`config.mk`:
```
export PLATFORM = sky130hd
export DESIGN_NAME = mhpq_cell
export DESIGN_NICKNAME = d
export VERILOG_FILES = /design/src/design/mhpq_pkg.sv /design/src/design/mhpq_cell.sv
export SDC_FILE = /design/constraint.sdc
export NUM_CORES = 1
export LEC_CHECK = 0
export BUFFER_PORTS_ARGS = -buffer_cell sky130_fd_sc_hd__buf_4
export CELL_PAD_IN_SITES_DETAIL_PLACEMENT = 1
export CELL_PAD_IN_SITES_GLOBAL_PLACEMENT = 1
export CORE_ASPECT_RATIO = 1.75
export CORE_MARGIN = 1
export CORE_UTILIZATION = 33
export DETAILED_ROUTE_END_ITERATION = 8
export HOLD_SLACK_MARGIN = 0.06
export PLACE_DENSITY = 0.91
export SKIP_LAST_GASP = 1
export SYNTH_ARGS = -nofsm -noshare
export SYNTH_HDL_FRONTEND = slang
export SYNTH_SLANG_ARGS = --single-unit
export TNS_END_PERCENT = 100
```
`constraint.sdc`:
```
create_clock -name i_clk -period 4.2 [get_ports i_clk]
set_input_delay 0.21 -clock i_clk [delete_from_list [all_inputs] [get_ports i_clk]]
set_output_delay 0.21 -clock i_clk [all_outputs]
set_load 0.03 [all_outputs]
```
`src/design/mhpq_pkg.sv`:
```
package mhpq_pkg;

    // Capacity of the queue, the widths that follow from it and the value width
    localparam int HEAP_DEPTH    = 1024;
    localparam int IDX_W         = $clog2(HEAP_DEPTH);
    localparam int CNT_W         = $clog2(HEAP_DEPTH + 1);
    localparam int ENTRY_COUNT_W = 11;
    localparam int VALUE_W       = 32;

    typedef logic signed [VALUE_W-1:0] t_value;
    typedef logic [CNT_W-1:0]          t_count;
    typedef logic [IDX_W-1:0]          t_index;

    // Request codes carried on the action field
    localparam logic ACT_PUSH = 1'b0;
    localparam logic ACT_POP  = 1'b1;

    // Command broadcast to every cell of the row
    typedef struct packed {
        logic   push;
        logic   pop;
        t_value value;
        t_count count;
    } t_cell_cmd;

endpackage

```
`src/design/mhpq_cell.sv`:
```
module mhpq_cell
    import mhpq_pkg::*;
(
    input  logic      i_clk,
    input  t_cell_cmd i_cmd,
    input  t_index    i_index,
    input  t_value    i_left_value,
    input  logic      i_left_gt,
    input  t_value    i_right_value,
    output t_value    o_value,
    output logic      o_gt
);

    t_value r_value;
    t_value n_value;

    // Slot is greater than the new word when empty or holding a larger value
    assign o_gt = ({1'b0, i_index} >= (IDX_W + 1)'(i_cmd.count)) ||
                  (r_value > i_cmd.value);

    // Insert keeps the prefix that is not greater, takes the new word at the boundary
    // and shifts the rest up; a pop shifts everything down by one
    always_comb begin
        n_value = r_value;
        if (i_cmd.push && o_gt) begin
            n_value = i_left_gt ? i_left_value : i_cmd.value;
        end else if (i_cmd.pop) begin
            n_value = i_right_value;
        end
    end

    always_ff @(posedge i_clk) begin
        r_value <= n_value;
    end

    assign o_value = r_value;

endmodule

```
==> qor.csv <==
stage,metric,value,unit
clocking,postCtsSetupBuffers,0,
clocking,clk_pin_slew,0.05,ns
finish,drive_gt1_share,44.2,%
logic_synthesis,ys_types,30,
detailed_routing,vias,2783,
finish,nFillCells,992,
finish,largest_reg_flops,32,
clocking,htree_levels,2,
logic_synthesis,synthMuxAreaShare,16.6,%
logic_synthesis,synth_seq_cells,32,
min_path,hold_class,in2reg,
timing,setup_tns,0,ns
setup_path,critPathKind,reg2reg,
die,die_w,72.8,um
finish,seq_area,961,um^2
placement,place_hpwl,7.42,mm
logic_synthesis,synth-simple-area-share,10.2,%
global_route,grt_pass1_vias,2985,
logic_synthesis,synthDominantCellAreaShare,33.2,%
finish,areaGrowthSynthToFinish,47.5,%
job,maxCapViolations,0,
timing,finalMaxSlewViolations,0,
detailed_routing,via_per_inst,4.96,
logic_synthesis,post-synth-top-area-cell,edfxtp_1,
die,core,8420,um^2
placement,placedCellCount,553,
logic_synthesis,synth_top_family_by_area,adder cells,
global_route,grt_overflow_total,0,
finish,final_nets,608,
clocking,clk_root_buffer_cell,clkbuf_16,
logic_synthesis,synth_area_leaders,"edfxtp_1, ha_1, mux2_4",
detailed_routing,drt_iter0_drc,62,
die,rows,44,
die,die_h,126,um
logic_synthesis,ys_warn_count,0,
clocking,holdBufCountCts,0,
placement,routabilityCongestion,0.742,
logic_synthesis,ys_seq_area_share,33.2,%
clocking,clk_latency,0.27,ns
setup_path,endpoint_kind,flop,
global_route,grt_start_max_net_pins,64,
timing,max_freq,278,MHz
setup_path,crit_arrival,3.51,ns
setup_path,cp_data_required_time,4.11,ns
clocking,clock_sinks,32,
die,ios,154,
timing,rsz0062_at_grt,no,
timing,fin_crit_sh,85.6,%
clocking,cts_buffer_depth,2,
clocking,cts_buffers,5,
finish,n_antenna_cell,0,
global_route,track_usage,19.9,%
power_and_ir_drop,ir_drop,0.216,mV
timing,setup_viol,0,
power_and_ir_drop,p_leak,2.16,nW
finish,final_core_util,50.7,%
global_route,antenna_found_initial,0,
global_route,grt_first_pass_wirelength,13.8,mm
timing,hold_viol_final,0,
detailed_routing,ant_nets,0,
logic_synthesis,syn_inst,294,
power_and_ir_drop,power_density,405,nW/um^2
timing,timing.hold.ws,0.233,ns
placement,port_buffers,153,
timing,worst_slew_pin_slew,0.852,ns
logic_synthesis,synth_commonest_cells,"inv_1, ha_1, nand2_1",
setup_path,startpoint_type,flop,
timing,period_needed,3.59,ns
detailed_routing,wirelength,8.92,mm
logic_synthesis,synthArstFlopShare,0,%
detailed_routing,wl_per_cell,15.9,um
clocking,post_cts_resized,0,
timing,slew_headroom,43.1,%
detailed_routing,drc_errors,0,
die,die_area,9170,um^2
detailed_routing,dr.pass1.iters,4,
logic_synthesis,synthFlopType,edfxtp_1,
logic_synthesis,yosysMostFrequentCell,inv_1,
logic_synthesis,syn_area_per_cell,9.85,um^2
status,status,"complete, no violations",
logic_synthesis,synth_edf_count,32,
logic_synthesis,syn_nets,457,
setup_path,cp_max_fo,32,
logic_synthesis,yosys.area_share.adder,18.1,%
logic_synthesis,synth_compound_area_share,14.0,%
logic_synthesis,netlist_area,2900,um^2
finish,final_cells,561,
logic_synthesis,synth-xor-area-share,0,%
die,initial_core_util,34.4,%
finish,multiInputGateArea,1710,um^2
timing,finClkSkew,0.00162,ns
clocking,cts_tree,yes,
## power breakdown
part	leakage (nW)	total, mW	switching, mW	internal, mW
Clock	0.0655	0.342	0.124	0.218
Combinational	1.78	0.874	0.470	0.404
Sequential	0.323	0.514	0.0491	0.465
## placed cells by master, fill, tap and decap left out, types with 2 or more instances in the layout
master,netlist,routed
buf_4,0,154
inv_1,45,45
ha_1,42,42
nand2_1,40,40
o21ai_0,37,37
edfxtp_1,32,32
mux2_4,29,29
a21oi_1,18,18
nand4_1,9,9
clkbuf_16,0,5
nor3_1,4,4
mux2_2,4,4
nand3_1,3,3
o211ai_1,3,3
or3_1,2,2
nor2b_1,2,2
clkbuf_1,7,2
## cell type report
type | count | share of cell area [%]
Multi-Input combinational cell | 207 | 39.9
Timing Repair Buffer | 154 | 27.1
Sequential cell | 32 | 22.5
Inverter | 45 | 3.95
Tap cell | 115 | 3.37
Clock buffer | 7 | 3.10
Clock inverter | 1 | 0.0878
## path summary, 6_finish.rpt
path | from | to | slack [ns] | cells after the start
hold reg to reg | o_value[31] | o_value[10] | 1.32 | 3
setup / recovery | o_value[31] | o_value[30] | 0.61 | 7
setup reg to reg | o_value[31] | o_value[30] | 0.61 | 7
hold / removal | i_right_value[18] | o_value[18] | 0.23 | 2
## worst max-delay path, stage by stage, from the launching register on
cell	delay (ns)
edfxtp_1	0.41
ha_1	0.44
nand4_1	0.20
or4_4	0.59
o311a_1	0.37
o21ai_0	0.16
o311ai_4	0.34
or2_2	0.69
## metal layers
| metal | global-route usage [%] | routed length, um | vias up |
|---|---|---|---|
| met5 | 0 | 0 | - |
| met1 | 17.3 | 2890 | 1301 |
| met2 | 40.5 | 5170 | 116 |
| li1 | - | - | 1354 |
| met3 | 5.60 | 674 | 12 |
| met4 | 7.04 | 186 | 0 |
## logic make-up (layout without fill, tap and decap cells)
family                     Yosys count  count (layout)
AOI/OAI and AO/OA                   68              68
adders and majority gates           42              42
buffers and inverters               55             207
DFF                                 32              32
muxes                               33              33
and+or+nand+nor                     64              64
## through the flow
stage	worst slack [ns]	cell area [um^2]	power, mW
6_report	0.606	4270	1.73
5_1_grt	0.456	4270	1.83
4_1_cts	0.582	4270	1.76
3_5_place_dp	0.605	4140	1.41
3_3_place_gp	0.777	4140	1.37
2_1_floorplan	0.642	2900	1.08
No activity file was read; power rests on OpenSTA's default activity.
